===== config.mk =====
export PLATFORM = sky130hd
export DESIGN_NAME = rational_arithmetic_unit
export DESIGN_NICKNAME = d
export VERILOG_FILES = /design/src/hw/rtl/rau_pkg.sv /design/src/hw/rtl/rau_mul.sv /design/src/hw/rtl/rau_reduce.sv /design/src/hw/rtl/rational_arithmetic_unit.sv
export SDC_FILE = /design/constraint.sdc
export NUM_CORES = 2
export LEC_CHECK = 0
export BUFFER_PORTS_ARGS = -buffer_cell sky130_fd_sc_hd__buf_2
export CORE_MARGIN = 2
export CORE_UTILIZATION = 39
export CTS_CLUSTER_SIZE = 8
export DETAILED_ROUTE_END_ITERATION = 10
export PLACE_DENSITY_LB_ADDON = 0.25
export SLEW_MARGIN = 20
export SYNTH_ARGS = -nofsm -noshare
export SYNTH_HDL_FRONTEND = slang
export SYNTH_HIERARCHICAL = 1
export SYNTH_SLANG_ARGS = --single-unit

===== constraint.sdc =====
create_clock -name clk_i -period 9.7 [get_ports clk_i]
set_clock_uncertainty 0.2 [all_clocks]
set_input_delay 1.455 -clock clk_i [delete_from_list [all_inputs] [get_ports clk_i]]
set_output_delay 1.455 -clock clk_i [all_outputs]
set_load 0.01 [all_outputs]

===== src/hw/rtl/rau_pkg.sv =====
`timescale 1ns / 1ps
`default_nettype none
// -----------------------------------------------------------------------------
// rau_pkg: rational arithmetic unit shared definitions
// Widths, command codes and state encodings used by the unit and its parts.
// -----------------------------------------------------------------------------
package rau_pkg;

  localparam int unsigned OperandWidth = 16;
  localparam int unsigned ProdWidth    = 2 * OperandWidth;
  localparam int unsigned MagWidth     = ProdWidth + 1;
  localparam int unsigned ResWidth     = 33;
  localparam int unsigned ExtWidth     = (MagWidth > ResWidth) ? MagWidth : ResWidth;
  localparam int unsigned MulCntWidth  = $clog2(OperandWidth + 1);
  localparam int unsigned DivCntWidth  = $clog2(MagWidth + 1);
  localparam int unsigned InDataWidth  = ((4 * OperandWidth + 7) / 8) * 8;
  localparam int unsigned OutDataWidth = ((2 * ResWidth + 7) / 8) * 8;
  localparam int unsigned CmdWidth     = 2;

  typedef logic [MagWidth-1:0] mag_t;

  typedef enum logic [CmdWidth-1:0] {
    CmdAdd = 2'd0,
    CmdSub = 2'd1,
    CmdMul = 2'd2,
    CmdDiv = 2'd3
  } cmd_e;

  typedef enum logic [5:0] {
    StIdle = 6'b000001,
    StMul  = 6'b000010,
    StComb = 6'b000100,
    StChk  = 6'b001000,
    StRed  = 6'b010000,
    StDone = 6'b100000
  } state_e;

  typedef enum logic [4:0] {
    RdIdle  = 5'b00001,
    RdTwos  = 5'b00010,
    RdAEven = 5'b00100,
    RdLoop  = 5'b01000,
    RdDiv   = 5'b10000
  } red_state_e;

endpackage
`default_nettype wire


===== src/hw/rtl/rau_mul.sv =====
`timescale 1ns / 1ps
`default_nettype none
// -----------------------------------------------------------------------------
// rau_mul: radix-2 shift-add multiplier
// Unsigned magnitudes, one multiplier bit per cycle.
// -----------------------------------------------------------------------------
module rau_mul (
  input  wire logic                               clk_i,
  input  wire logic                               rst_ni,
  input  wire logic                               start_i,
  input  wire logic [rau_pkg::OperandWidth-1:0]   a_i,
  input  wire logic [rau_pkg::OperandWidth-1:0]   b_i,
  output logic                                    done_o,
  output logic [rau_pkg::ProdWidth-1:0]           prod_o
);

  localparam int unsigned OW = rau_pkg::OperandWidth;

  logic [rau_pkg::ProdWidth-1:0]   p_q, p_d;
  logic [OW-1:0]                   mcand_q, mcand_d;
  logic [rau_pkg::MulCntWidth-1:0] cnt_q, cnt_d;
  logic                            run_q, run_d;
  logic                            done_q, done_d;
  logic [OW:0]                     sum;

  always_comb begin
    p_d     = p_q;
    mcand_d = mcand_q;
    cnt_d   = cnt_q;
    run_d   = run_q;
    done_d  = 1'b0;
    // upper half plus multiplicand when the low multiplier bit is set
    sum = {1'b0, p_q[rau_pkg::ProdWidth-1:OW]} + ({(OW + 1){p_q[0]}} & {1'b0, mcand_q});
    if (start_i) begin
      p_d     = {{OW{1'b0}}, b_i};
      mcand_d = a_i;
      cnt_d   = '0;
      run_d   = 1'b1;
    end else if (run_q) begin
      p_d   = {sum, p_q[OW-1:1]};
      cnt_d = cnt_q + 1'b1;
      if (cnt_q == rau_pkg::MulCntWidth'(OW - 1)) begin
        run_d  = 1'b0;
        done_d = 1'b1;
      end
    end
  end

  always_ff @(posedge clk_i or negedge rst_ni) begin
    if (!rst_ni) begin
      run_q  <= 1'b0;
      done_q <= 1'b0;
      cnt_q  <= '0;
    end else begin
      run_q  <= run_d;
      done_q <= done_d;
      cnt_q  <= cnt_d;
    end
  end

  always_ff @(posedge clk_i) begin
    p_q     <= p_d;
    mcand_q <= mcand_d;
  end

  assign done_o = done_q;
  assign prod_o = p_q;

endmodule
`default_nettype wire


===== src/hw/rtl/rau_reduce.sv =====
`timescale 1ns / 1ps
`default_nettype none
// -----------------------------------------------------------------------------
// rau_reduce: gcd reduction of a numerator / denominator pair
// Binary gcd one step per cycle, then two restoring dividers, one bit per cycle.
// -----------------------------------------------------------------------------
module rau_reduce (
  input  wire logic          clk_i,
  input  wire logic          rst_ni,
  input  wire logic          start_i,
  input  wire rau_pkg::mag_t num_i,
  input  wire rau_pkg::mag_t den_i,   // nonzero
  output logic               done_o,
  output rau_pkg::mag_t      quo_num_o,
  output rau_pkg::mag_t      quo_den_o
);

  localparam int unsigned MW = rau_pkg::MagWidth;

  rau_pkg::red_state_e state_q, state_d;
  rau_pkg::mag_t a_q, a_d, b_q, b_d;
  rau_pkg::mag_t xn_q, xn_d, xd_q, xd_d;
  rau_pkg::mag_t rn_q, rn_d, rd_q, rd_d;
  logic [rau_pkg::DivCntWidth-1:0] cnt_q, cnt_d;
  logic done_q, done_d;

  logic [MW:0] ba_diff, ab_diff;
  logic [MW:0] tn, td, sn, sd;

  always_comb begin
    state_d = state_q;
    a_d     = a_q;
    b_d     = b_q;
    xn_d    = xn_q;
    xd_d    = xd_q;
    rn_d    = rn_q;
    rd_d    = rd_q;
    cnt_d   = cnt_q;
    done_d  = 1'b0;

    ba_diff = {1'b0, b_q} - {1'b0, a_q};
    ab_diff = {1'b0, a_q} - {1'b0, b_q};
    // restoring division steps, both dividends share the odd gcd part
    tn = {rn_q, xn_q[MW-1]};
    td = {rd_q, xd_q[MW-1]};
    sn = tn - {1'b0, a_q};
    sd = td - {1'b0, a_q};

    unique case (state_q)
      rau_pkg::RdIdle: begin
        if (start_i) begin
          rn_d  = '0;
          rd_d  = '0;
          cnt_d = '0;
          if (num_i == '0) begin
            // zero numerator: result 0 / 1
            a_d     = rau_pkg::mag_t'(1);
            xn_d    = '0;
            xd_d    = rau_pkg::mag_t'(1);
            state_d = rau_pkg::RdDiv;
          end else begin
            a_d     = num_i;
            b_d     = den_i;
            xn_d    = num_i;
            xd_d    = den_i;
            state_d = rau_pkg::RdTwos;
          end
        end
      end
      rau_pkg::RdTwos: begin
        // common factors of two leave the dividends here
        if (a_q[0] | b_q[0]) begin
          state_d = rau_pkg::RdAEven;
        end else begin
          a_d  = a_q >> 1;
          b_d  = b_q >> 1;
          xn_d = xn_q >> 1;
          xd_d = xd_q >> 1;
        end
      end
      rau_pkg::RdAEven: begin
        if (a_q[0]) begin
          state_d = rau_pkg::RdLoop;
        end else begin
          a_d = a_q >> 1;
        end
      end
      rau_pkg::RdLoop: begin
        if (b_q == '0) begin
          state_d = rau_pkg::RdDiv;
        end else if (!b_q[0]) begin
          b_d = b_q >> 1;
        end else if (ba_diff[MW]) begin
          // a > b: swap, then subtract
          a_d = b_q;
          b_d = ab_diff[MW-1:0];
        end else begin
          b_d = ba_diff[MW-1:0];
        end
      end
      rau_pkg::RdDiv: begin
        cnt_d = cnt_q + 1'b1;
        if (!sn[MW]) begin
          rn_d = sn[MW-1:0];
        end else begin
          rn_d = tn[MW-1:0];
        end
        if (!sd[MW]) begin
          rd_d = sd[MW-1:0];
        end else begin
          rd_d = td[MW-1:0];
        end
        xn_d = {xn_q[MW-2:0], ~sn[MW]};
        xd_d = {xd_q[MW-2:0], ~sd[MW]};
        if (cnt_q == rau_pkg::DivCntWidth'(MW - 1)) begin
          done_d  = 1'b1;
          state_d = rau_pkg::RdIdle;
        end
      end
      default: begin
        state_d = rau_pkg::RdIdle;
      end
    endcase
  end

  always_ff @(posedge clk_i or negedge rst_ni) begin
    if (!rst_ni) begin
      state_q <= rau_pkg::RdIdle;
      cnt_q   <= '0;
      done_q  <= 1'b0;
    end else begin
      state_q <= state_d;
      cnt_q   <= cnt_d;
      done_q  <= done_d;
    end
  end

  always_ff @(posedge clk_i) begin
    a_q  <= a_d;
    b_q  <= b_d;
    xn_q <= xn_d;
    xd_q <= xd_d;
    rn_q <= rn_d;
    rd_q <= rd_d;
  end

  assign done_o    = done_q;
  assign quo_num_o = xn_q;
  assign quo_den_o = xd_q;

endmodule
`default_nettype wire


===== src/hw/rtl/rational_arithmetic_unit.sv =====
`timescale 1ns / 1ps
`default_nettype none
// Flow: an item passes the three multipliers, the combine and the zero check, then the gcd
//   reduction and the output register; a zero denominator skips the reduction, and the
//   binary gcd loop makes the time vary with the operands.
// Throughput: one item at a time; the next item is taken once the result reaches the
//   output register, which may still be waiting on m_axis_tready_i.
// Reset: rst_ni asynchronous, active low; clears the sequencers, step counters and valid/done flags only.
// -----------------------------------------------------------------------------
// rational_arithmetic_unit: add, subtract, multiply or divide two fractions
// Serial cross products, sign-magnitude combine, then gcd reduction.
// -----------------------------------------------------------------------------
module rational_arithmetic_unit (
  input  wire logic                              clk_i,
  input  wire logic                              rst_ni,
  // input item
  input  wire logic                              s_axis_tvalid_i,
  output logic                                   s_axis_tready_o,
  // num_a [15:0], den_a [31:16], num_b [47:32], den_b [63:48]
  input  wire logic [rau_pkg::InDataWidth-1:0]   s_axis_tdata_i,
  // command [1:0]
  input  wire logic [rau_pkg::CmdWidth-1:0]      s_axis_tuser_i,
  // result item
  output logic                                   m_axis_tvalid_o,
  input  wire logic                              m_axis_tready_i,
  // res_num [32:0], res_den [65:33], zero pad above
  output logic [rau_pkg::OutDataWidth-1:0]       m_axis_tdata_o,
  // status [0]: 1 = zero denominator
  output logic [0:0]                             m_axis_tuser_o
);

  localparam int unsigned OW = rau_pkg::OperandWidth;
  localparam int unsigned MW = rau_pkg::MagWidth;
  localparam int unsigned RW = rau_pkg::ResWidth;
  localparam int unsigned EW = rau_pkg::ExtWidth;

  // ---------------------------------------------------------------------------
  // Sequencer state and item registers
  // ---------------------------------------------------------------------------
  rau_pkg::state_e state_q, state_d;
  rau_pkg::cmd_e   cmd_q, cmd_d;
  logic            s1_q, s1_d, s2_q, s2_d, s3_q, s3_d;   // product sign before zero check
  logic            tn_q, tn_d, dn_q, dn_d;               // result signs
  rau_pkg::mag_t   tm_q, tm_d, dm_q, dm_d;               // raw magnitudes
  logic            err_q, err_d;

  logic                    out_vld_q, out_vld_d;
  logic [RW-1:0]           out_num_q, out_num_d, out_den_q, out_den_d;
  logic                    out_st_q, out_st_d;

  // ---------------------------------------------------------------------------
  // Operand split: sign and magnitude of each input field
  // ---------------------------------------------------------------------------
  logic [OW-1:0] f_na, f_da, f_nb, f_db;
  logic [OW-1:0] m_na, m_da, m_nb, m_db;
  logic          sg_na, sg_da, sg_nb, sg_db;
  rau_pkg::cmd_e in_cmd;
  logic          in_acc;

  assign f_na = s_axis_tdata_i[OW-1:0];
  assign f_da = s_axis_tdata_i[2*OW-1:OW];
  assign f_nb = s_axis_tdata_i[3*OW-1:2*OW];
  assign f_db = s_axis_tdata_i[4*OW-1:3*OW];

  assign sg_na = f_na[OW-1];
  assign sg_da = f_da[OW-1];
  assign sg_nb = f_nb[OW-1];
  assign sg_db = f_db[OW-1];

  // most negative value maps to 2^(OW-1), which still fits unsigned
  assign m_na = sg_na ? (~f_na + 1'b1) : f_na;
  assign m_da = sg_da ? (~f_da + 1'b1) : f_da;
  assign m_nb = sg_nb ? (~f_nb + 1'b1) : f_nb;
  assign m_db = sg_db ? (~f_db + 1'b1) : f_db;

  assign in_cmd = rau_pkg::cmd_e'(s_axis_tuser_i);
  assign in_acc = s_axis_tvalid_i && s_axis_tready_o;

  // ---------------------------------------------------------------------------
  // Three serial multipliers run together:
  //   p1 = num_a * (den_b, or num_b for multiply)
  //   p2 = den_a * num_b
  //   p3 = den_a * den_b
  // ---------------------------------------------------------------------------
  logic [OW-1:0]                 p1_b;
  logic [rau_pkg::ProdWidth-1:0] p1, p2, p3;
  logic                          d1, d2, d3;

  assign p1_b = (in_cmd == rau_pkg::CmdMul) ? m_nb : m_db;

  rau_mul u_mul_p1 (
    .clk_i   (clk_i),
    .rst_ni  (rst_ni),
    .start_i (in_acc),
    .a_i     (m_na),
    .b_i     (p1_b),
    .done_o  (d1),
    .prod_o  (p1)
  );

  rau_mul u_mul_p2 (
    .clk_i   (clk_i),
    .rst_ni  (rst_ni),
    .start_i (in_acc),
    .a_i     (m_da),
    .b_i     (m_nb),
    .done_o  (d2),
    .prod_o  (p2)
  );

  rau_mul u_mul_p3 (
    .clk_i   (clk_i),
    .rst_ni  (rst_ni),
    .start_i (in_acc),
    .a_i     (m_da),
    .b_i     (m_db),
    .done_o  (d3),
    .prod_o  (p3)
  );

  // ---------------------------------------------------------------------------
  // Reduction by gcd of the magnitudes
  // ---------------------------------------------------------------------------
  logic          red_start, red_done;
  rau_pkg::mag_t quo_num, quo_den;

  rau_reduce u_reduce (
    .clk_i     (clk_i),
    .rst_ni    (rst_ni),
    .start_i   (red_start),
    .num_i     (tm_q),
    .den_i     (dm_q),
    .done_o    (red_done),
    .quo_num_o (quo_num),
    .quo_den_o (quo_den)
  );

  // ---------------------------------------------------------------------------
  // Combine: signed add/subtract of p1 and p2 in sign-magnitude form
  // ---------------------------------------------------------------------------
  rau_pkg::mag_t e1, e2, e3, sm_sum, sm_d21, sm_m;
  logic [MW:0]   sm_d12;
  logic          n1, n2, n2r, n3, sm_n;

  always_comb begin
    e1  = {1'b0, p1};
    e2  = {1'b0, p2};
    e3  = {1'b0, p3};
    n1  = s1_q & (|p1);
    n2r = s2_q & (|p2);
    n2  = (s2_q ^ (cmd_q == rau_pkg::CmdSub)) & (|p2);
    n3  = s3_q & (|p3);

    sm_sum = e1 + e2;
    sm_d12 = {1'b0, e1} - {1'b0, e2};
    sm_d21 = e2 - e1;
    if (n1 == n2) begin
      sm_m = sm_sum;
      sm_n = n1;
    end else if (!sm_d12[MW]) begin
      sm_m = sm_d12[MW-1:0];
      sm_n = n1;
    end else begin
      sm_m = sm_d21;
      sm_n = n2;
    end
    // zero magnitude is positive
    sm_n = sm_n & (|sm_m);
  end

  // ---------------------------------------------------------------------------
  // Output conversion: sign applied to the reduced magnitudes
  // ---------------------------------------------------------------------------
  logic [EW-1:0] ext_num, ext_den;

  always_comb begin
    ext_num = EW'(quo_num);
    ext_den = EW'(quo_den);
    if (tn_q) begin
      ext_num = ~ext_num + 1'b1;
    end
    if (dn_q) begin
      ext_den = ~ext_den + 1'b1;
    end
  end

  // ---------------------------------------------------------------------------
  // Sequencer
  // ---------------------------------------------------------------------------
  always_comb begin
    state_d   = state_q;
    cmd_d     = cmd_q;
    s1_d      = s1_q;
    s2_d      = s2_q;
    s3_d      = s3_q;
    tn_d      = tn_q;
    dn_d      = dn_q;
    tm_d      = tm_q;
    dm_d      = dm_q;
    err_d     = err_q;
    out_vld_d = out_vld_q;
    out_num_d = out_num_q;
    out_den_d = out_den_q;
    out_st_d  = out_st_q;
    red_start = 1'b0;

    if (out_vld_q && m_axis_tready_i) begin
      out_vld_d = 1'b0;
    end

    unique case (state_q)
      rau_pkg::StIdle: begin
        if (in_acc) begin
          cmd_d   = in_cmd;
          s1_d    = sg_na ^ ((in_cmd == rau_pkg::CmdMul) ? sg_nb : sg_db);
          s2_d    = sg_da ^ sg_nb;
          s3_d    = sg_da ^ sg_db;
          state_d = rau_pkg::StMul;
        end
      end
      rau_pkg::StMul: begin
        if (d1 && d2 && d3) begin
          state_d = rau_pkg::StComb;
        end
      end
      rau_pkg::StComb: begin
        unique case (cmd_q) inside
          rau_pkg::CmdAdd, rau_pkg::CmdSub: begin
            tm_d = sm_m;
            tn_d = sm_n;
            dm_d = e3;
            dn_d = n3;
          end
          rau_pkg::CmdMul: begin
            tm_d = e1;
            tn_d = n1;
            dm_d = e3;
            dn_d = n3;
          end
          rau_pkg::CmdDiv: begin
            tm_d = e1;
            tn_d = n1;
            dm_d = e2;
            dn_d = n2r;
          end
          default: begin
            tm_d = e1;
            tn_d = n1;
            dm_d = e3;
            dn_d = n3;
          end
        endcase
        state_d = rau_pkg::StChk;
      end
      rau_pkg::StChk: begin
        if (dm_q == '0) begin
          err_d   = 1'b1;
          state_d = rau_pkg::StDone;
        end else begin
          err_d     = 1'b0;
          red_start = 1'b1;
          state_d   = rau_pkg::StRed;
        end
      end
      rau_pkg::StRed: begin
        if (red_done) begin
          state_d = rau_pkg::StDone;
        end
      end
      rau_pkg::StDone: begin
        // result moves to the output register once it is free
        if (!out_vld_q || m_axis_tready_i) begin
          out_vld_d = 1'b1;
          out_st_d  = err_q;
          if (err_q) begin
            out_num_d = '0;
            out_den_d = '0;
          end else begin
            out_num_d = ext_num[RW-1:0];
            out_den_d = ext_den[RW-1:0];
          end
          state_d = rau_pkg::StIdle;
        end
      end
      default: begin
        state_d = rau_pkg::StIdle;
      end
    endcase
  end

  always_ff @(posedge clk_i or negedge rst_ni) begin
    if (!rst_ni) begin
      state_q   <= rau_pkg::StIdle;
      out_vld_q <= 1'b0;
    end else begin
      state_q   <= state_d;
      out_vld_q <= out_vld_d;
    end
  end

  always_ff @(posedge clk_i) begin
    cmd_q     <= cmd_d;
    s1_q      <= s1_d;
    s2_q      <= s2_d;
    s3_q      <= s3_d;
    tn_q      <= tn_d;
    dn_q      <= dn_d;
    tm_q      <= tm_d;
    dm_q      <= dm_d;
    err_q     <= err_d;
    out_num_q <= out_num_d;
    out_den_q <= out_den_d;
    out_st_q  <= out_st_d;
  end

  assign s_axis_tready_o = (state_q == rau_pkg::StIdle);
  assign m_axis_tvalid_o = out_vld_q;
  assign m_axis_tdata_o  = rau_pkg::OutDataWidth'({out_den_q, out_num_q});
  assign m_axis_tuser_o  = out_st_q;

endmodule
`default_nettype wire


==> impl_metrics.ini <==
[status]
outcome = finished, final reports clean

[clocking]
cts.path.max_buffers = 3
root_buffer = clkbuf_16
insertion_delay_ns = 0.65
cts_tree = done
post_cts_resized = 0
numCtsBuffers = 77
cts_setup_buffers = 0
cts.htree.levels = 3
path_clk_slew_ns = 0.05
hold_buffers = 0
clock_sinks = 522

[synthesis]
netlist_area_um2 = 40400
ys_async_sr_fraction_pct = 7.66
ys_types = 99
synthCells = 4495
syn_avg_cell_area_um2 = 8.99
yosys_warnings = 6
synth_top_area_share_pct = 32.3
synth_area_leaders = edfxtp_1 (32%), ha_1 (9.2%), a21oi_1 (4.0%)
yosys_register_bits = 522
synth-edff-count = 434
synth-main-ff-cell = edfxtp_1
yosysTopAreaCell = edfxtp_1
ys_seq_area_share_pct = 37.1

[hold_path]
hold_end = u_reduce/cnt_q[5]$_DFFE_PN0P_
hp-class = reg2reg
hold_start = u_reduce/cnt_q[5]$_DFFE_PN0P_
hold_depth = 1

[layout]
layoutNonFillerInstCount = 5967
final_common_cell = edfxtp_1
area_growth_pct = 10.5
layout-drive-gt1-share_pct = 8.66
final_nets = 4913
mostFrequentLayoutCells = edfxtp_1 (434), nand2_1 (422), nor2_1 (357)

[job]
maxCapViolations = 0

[die]
initial_core_util_pct = 39.2
rows = 118
dieArea_um2 = 106000
die_w_um = 326
coreArea_um2 = 103000
dieHeight_um = 326
io_pins = 145

[power]
ir_drop_uv = 215
p_leak_uw = 0.0180
p_per_area_nw_per_um2 = 419

[grt]
grt_max_degree = 69
grtUsageMet3_pct = 3.90
antenna_found_initial = 3
met1_usage_pct = 34.1
grt_pass1_wl_um = 210000
met2_usage_pct = 41.3
grt.busiest_layer = met2
track_usage_pct = 25.5
grt_overflow_total = 0
grt_pass1_vias = 34000

[sta]
min_period_ns = 5.68
setup_viol = 0
slew_headroom_pct = 24.6
hold_viol = 0
slew_viol_final = 0
fin_crit_sh_pct = 58.6
worstMarginPinSlew_ns = 1.10
fmax_mhz = 176
totalNegativeSetupSlack_ns = 0
grt_setup_unrepaired = no
whs_ns = 0.304

[detailed_routing]
drtPass1Iterations = 10
drc = 0
wl_per_cell_um = 23.3
drt-initial-drc-count = 3710
wl_um = 139000
num_vias = 35800
drtAntennaViolNets = 0
avgViaCountPerCell = 6.00

[worst_setup_path]
r2r_cells = 14
crit_path_max_fanout = 23
reg2reg_from = u_mul_p1/prod_o[0]$_DFFE_PP_
startpoint_type = flip-flop
reg2reg_slack_ns = 4.02
critPathRequiredTime_ns = 9.87
worstSetupPathType = reg2reg
arrival_ns = 5.85
r2r_end = tn_q$_DFFE_PP_
crit_path_end_kind = flip-flop

[placed_design]
gp_congestion = 0.948
dp_cells = 5838
port_buffers = 138
dp_hpwl_um = 107000
[power by group]
group	internal, uW	leakage, uW	switching (uW)
Combinational	4040	0.0118	7460
Clock	1510	0.00108	1050
Sequential	3540	0.00512	1090
Total	9090	0.0180	9590
[worst max-delay path: stages, from the launching register on]
cell	delay, ns
edfxtp_1	0.75
inv_1	0.18
ha_1	0.25
fa_1	0.43
and2b_1	0.24
o31ai_1	0.12
a2111o_1	0.48
a2111o_1	0.67
nand2_2	0.51
nor3_1	0.13
or4_4	0.51
a2111oi_2	0.37
nand4b_1	0.13
nor4_1	0.28
a31oi_1	0.14
[sequential cells by signal, summed over array words and instances (netlist names), 2 cells and up]
signal and count:
tm_q 33, dm_q 32, u_mul_p2/cnt_q 5, u_reduce/state_q 5, state_q 6, u_reduce/rn_q 33, u_mul_p3/mcand_q 16, u_mul_p1/cnt_q 5
u_mul_p1/prod_o 32, out_den_q 33, u_mul_p2/prod_o 32, u_mul_p2/mcand_q 16, u_reduce/a_q 33, u_reduce/quo_den_o 33, u_reduce/b_q 33, u_reduce/cnt_q 6
u_mul_p1/mcand_q 16, out_num_q 33, u_reduce/rd_q 33, u_mul_p3/prod_o 32, cmd_q 2, u_reduce/quo_num_o 33, u_mul_p3/cnt_q 5
[synthesized netlist by cell type (68+ instances only)]
master	count
xor2_1	112
a21oi_1	320
xnor2_1	121
nand3_1	84
o21ai_0	316
mux2i_1	71
nor4_1	68
nor2_1	359
and2_1	71
inv_1	309
ha_1	296
o31ai_1	69
clkbuf_1	159
nand2_1	425
edfxtp_1	434
a21o_1	77
[per-layer routing]
metal | share of wire, % | wire length, um | vias up
li1 | - | - | 16800
met1 | 43 | 60000 | 17400
met2 | 46 | 64600 | 1326
met3 | 6.4 | 8940 | 233
met4 | 4.0 | 5600 | 2
met5 | 0.0093 | 13 | -
[kinds of logic (layout without fill, tap and decap cells)]
kind of cell | after synthesis | in the layout | share of synthesized area [%]
muxes | 128 | 128 | 3.35
adders and majority gates | 306 | 306 | 9.66
DFF | 522 | 522 | 37.1
and+or+nand+nor | 1430 | 1430 | 17.3
other | 1 | 9 | 0.00928
xor gates and xnor gates | 234 | 234 | 5.09
AOI/OAI and AO/OA | 1347 | 1347 | 22.4
buffers and inverters | 527 | 611 | 5.10
[per-stage QoR]
step	instance area [um2]	utilization [%]	total power (uW)	setup slack, ns
finish	44600	43.3	18700	4.02
global route	44600	43.3	19900	3.80
detailed placement	42400	41.1	15800	4.02
global placement	42400	41.1	15900	4.07
floorplan	40400	-	12300	1.84
CTS	44600	43.3	18500	4.02
[worst max path at each step]
stage	startpoint	endpoint	slack, ns	depth (start not counted)
after floorplan	state_q[3]$_DFFE_PN0P_	dm_q[0]$_DFFE_PP_	1.84	3
after global placement	u_mul_p1/prod_o[0]$_DFFE_PP_	tn_q$_DFFE_PP_	4.07	14
after detailed placement	u_mul_p1/prod_o[0]$_DFFE_PP_	tn_q$_DFFE_PP_	4.02	14
after CTS	u_mul_p1/prod_o[0]$_DFFE_PP_	tn_q$_DFFE_PP_	4.02	14
after global routing	u_mul_p1/prod_o[0]$_DFFE_PP_	tn_q$_DFFE_PP_	3.80	14
final	u_mul_p1/prod_o[0]$_DFFE_PP_	tn_q$_DFFE_PP_	4.02	14
[final cells by class]
type | count | area, um2
multi-input combinational | 3453 | 23500
tap | 1380 | 1730
clock buffer | 118 | 2130
fill | 10300 | 58400
sequential | 522 | 15000
clock inverter | 10 | 116
antenna | 1 | 2.50
inverter | 309 | 1160
timing repair buffer | 174 | 961
Power figures use the tool's default switching activity.
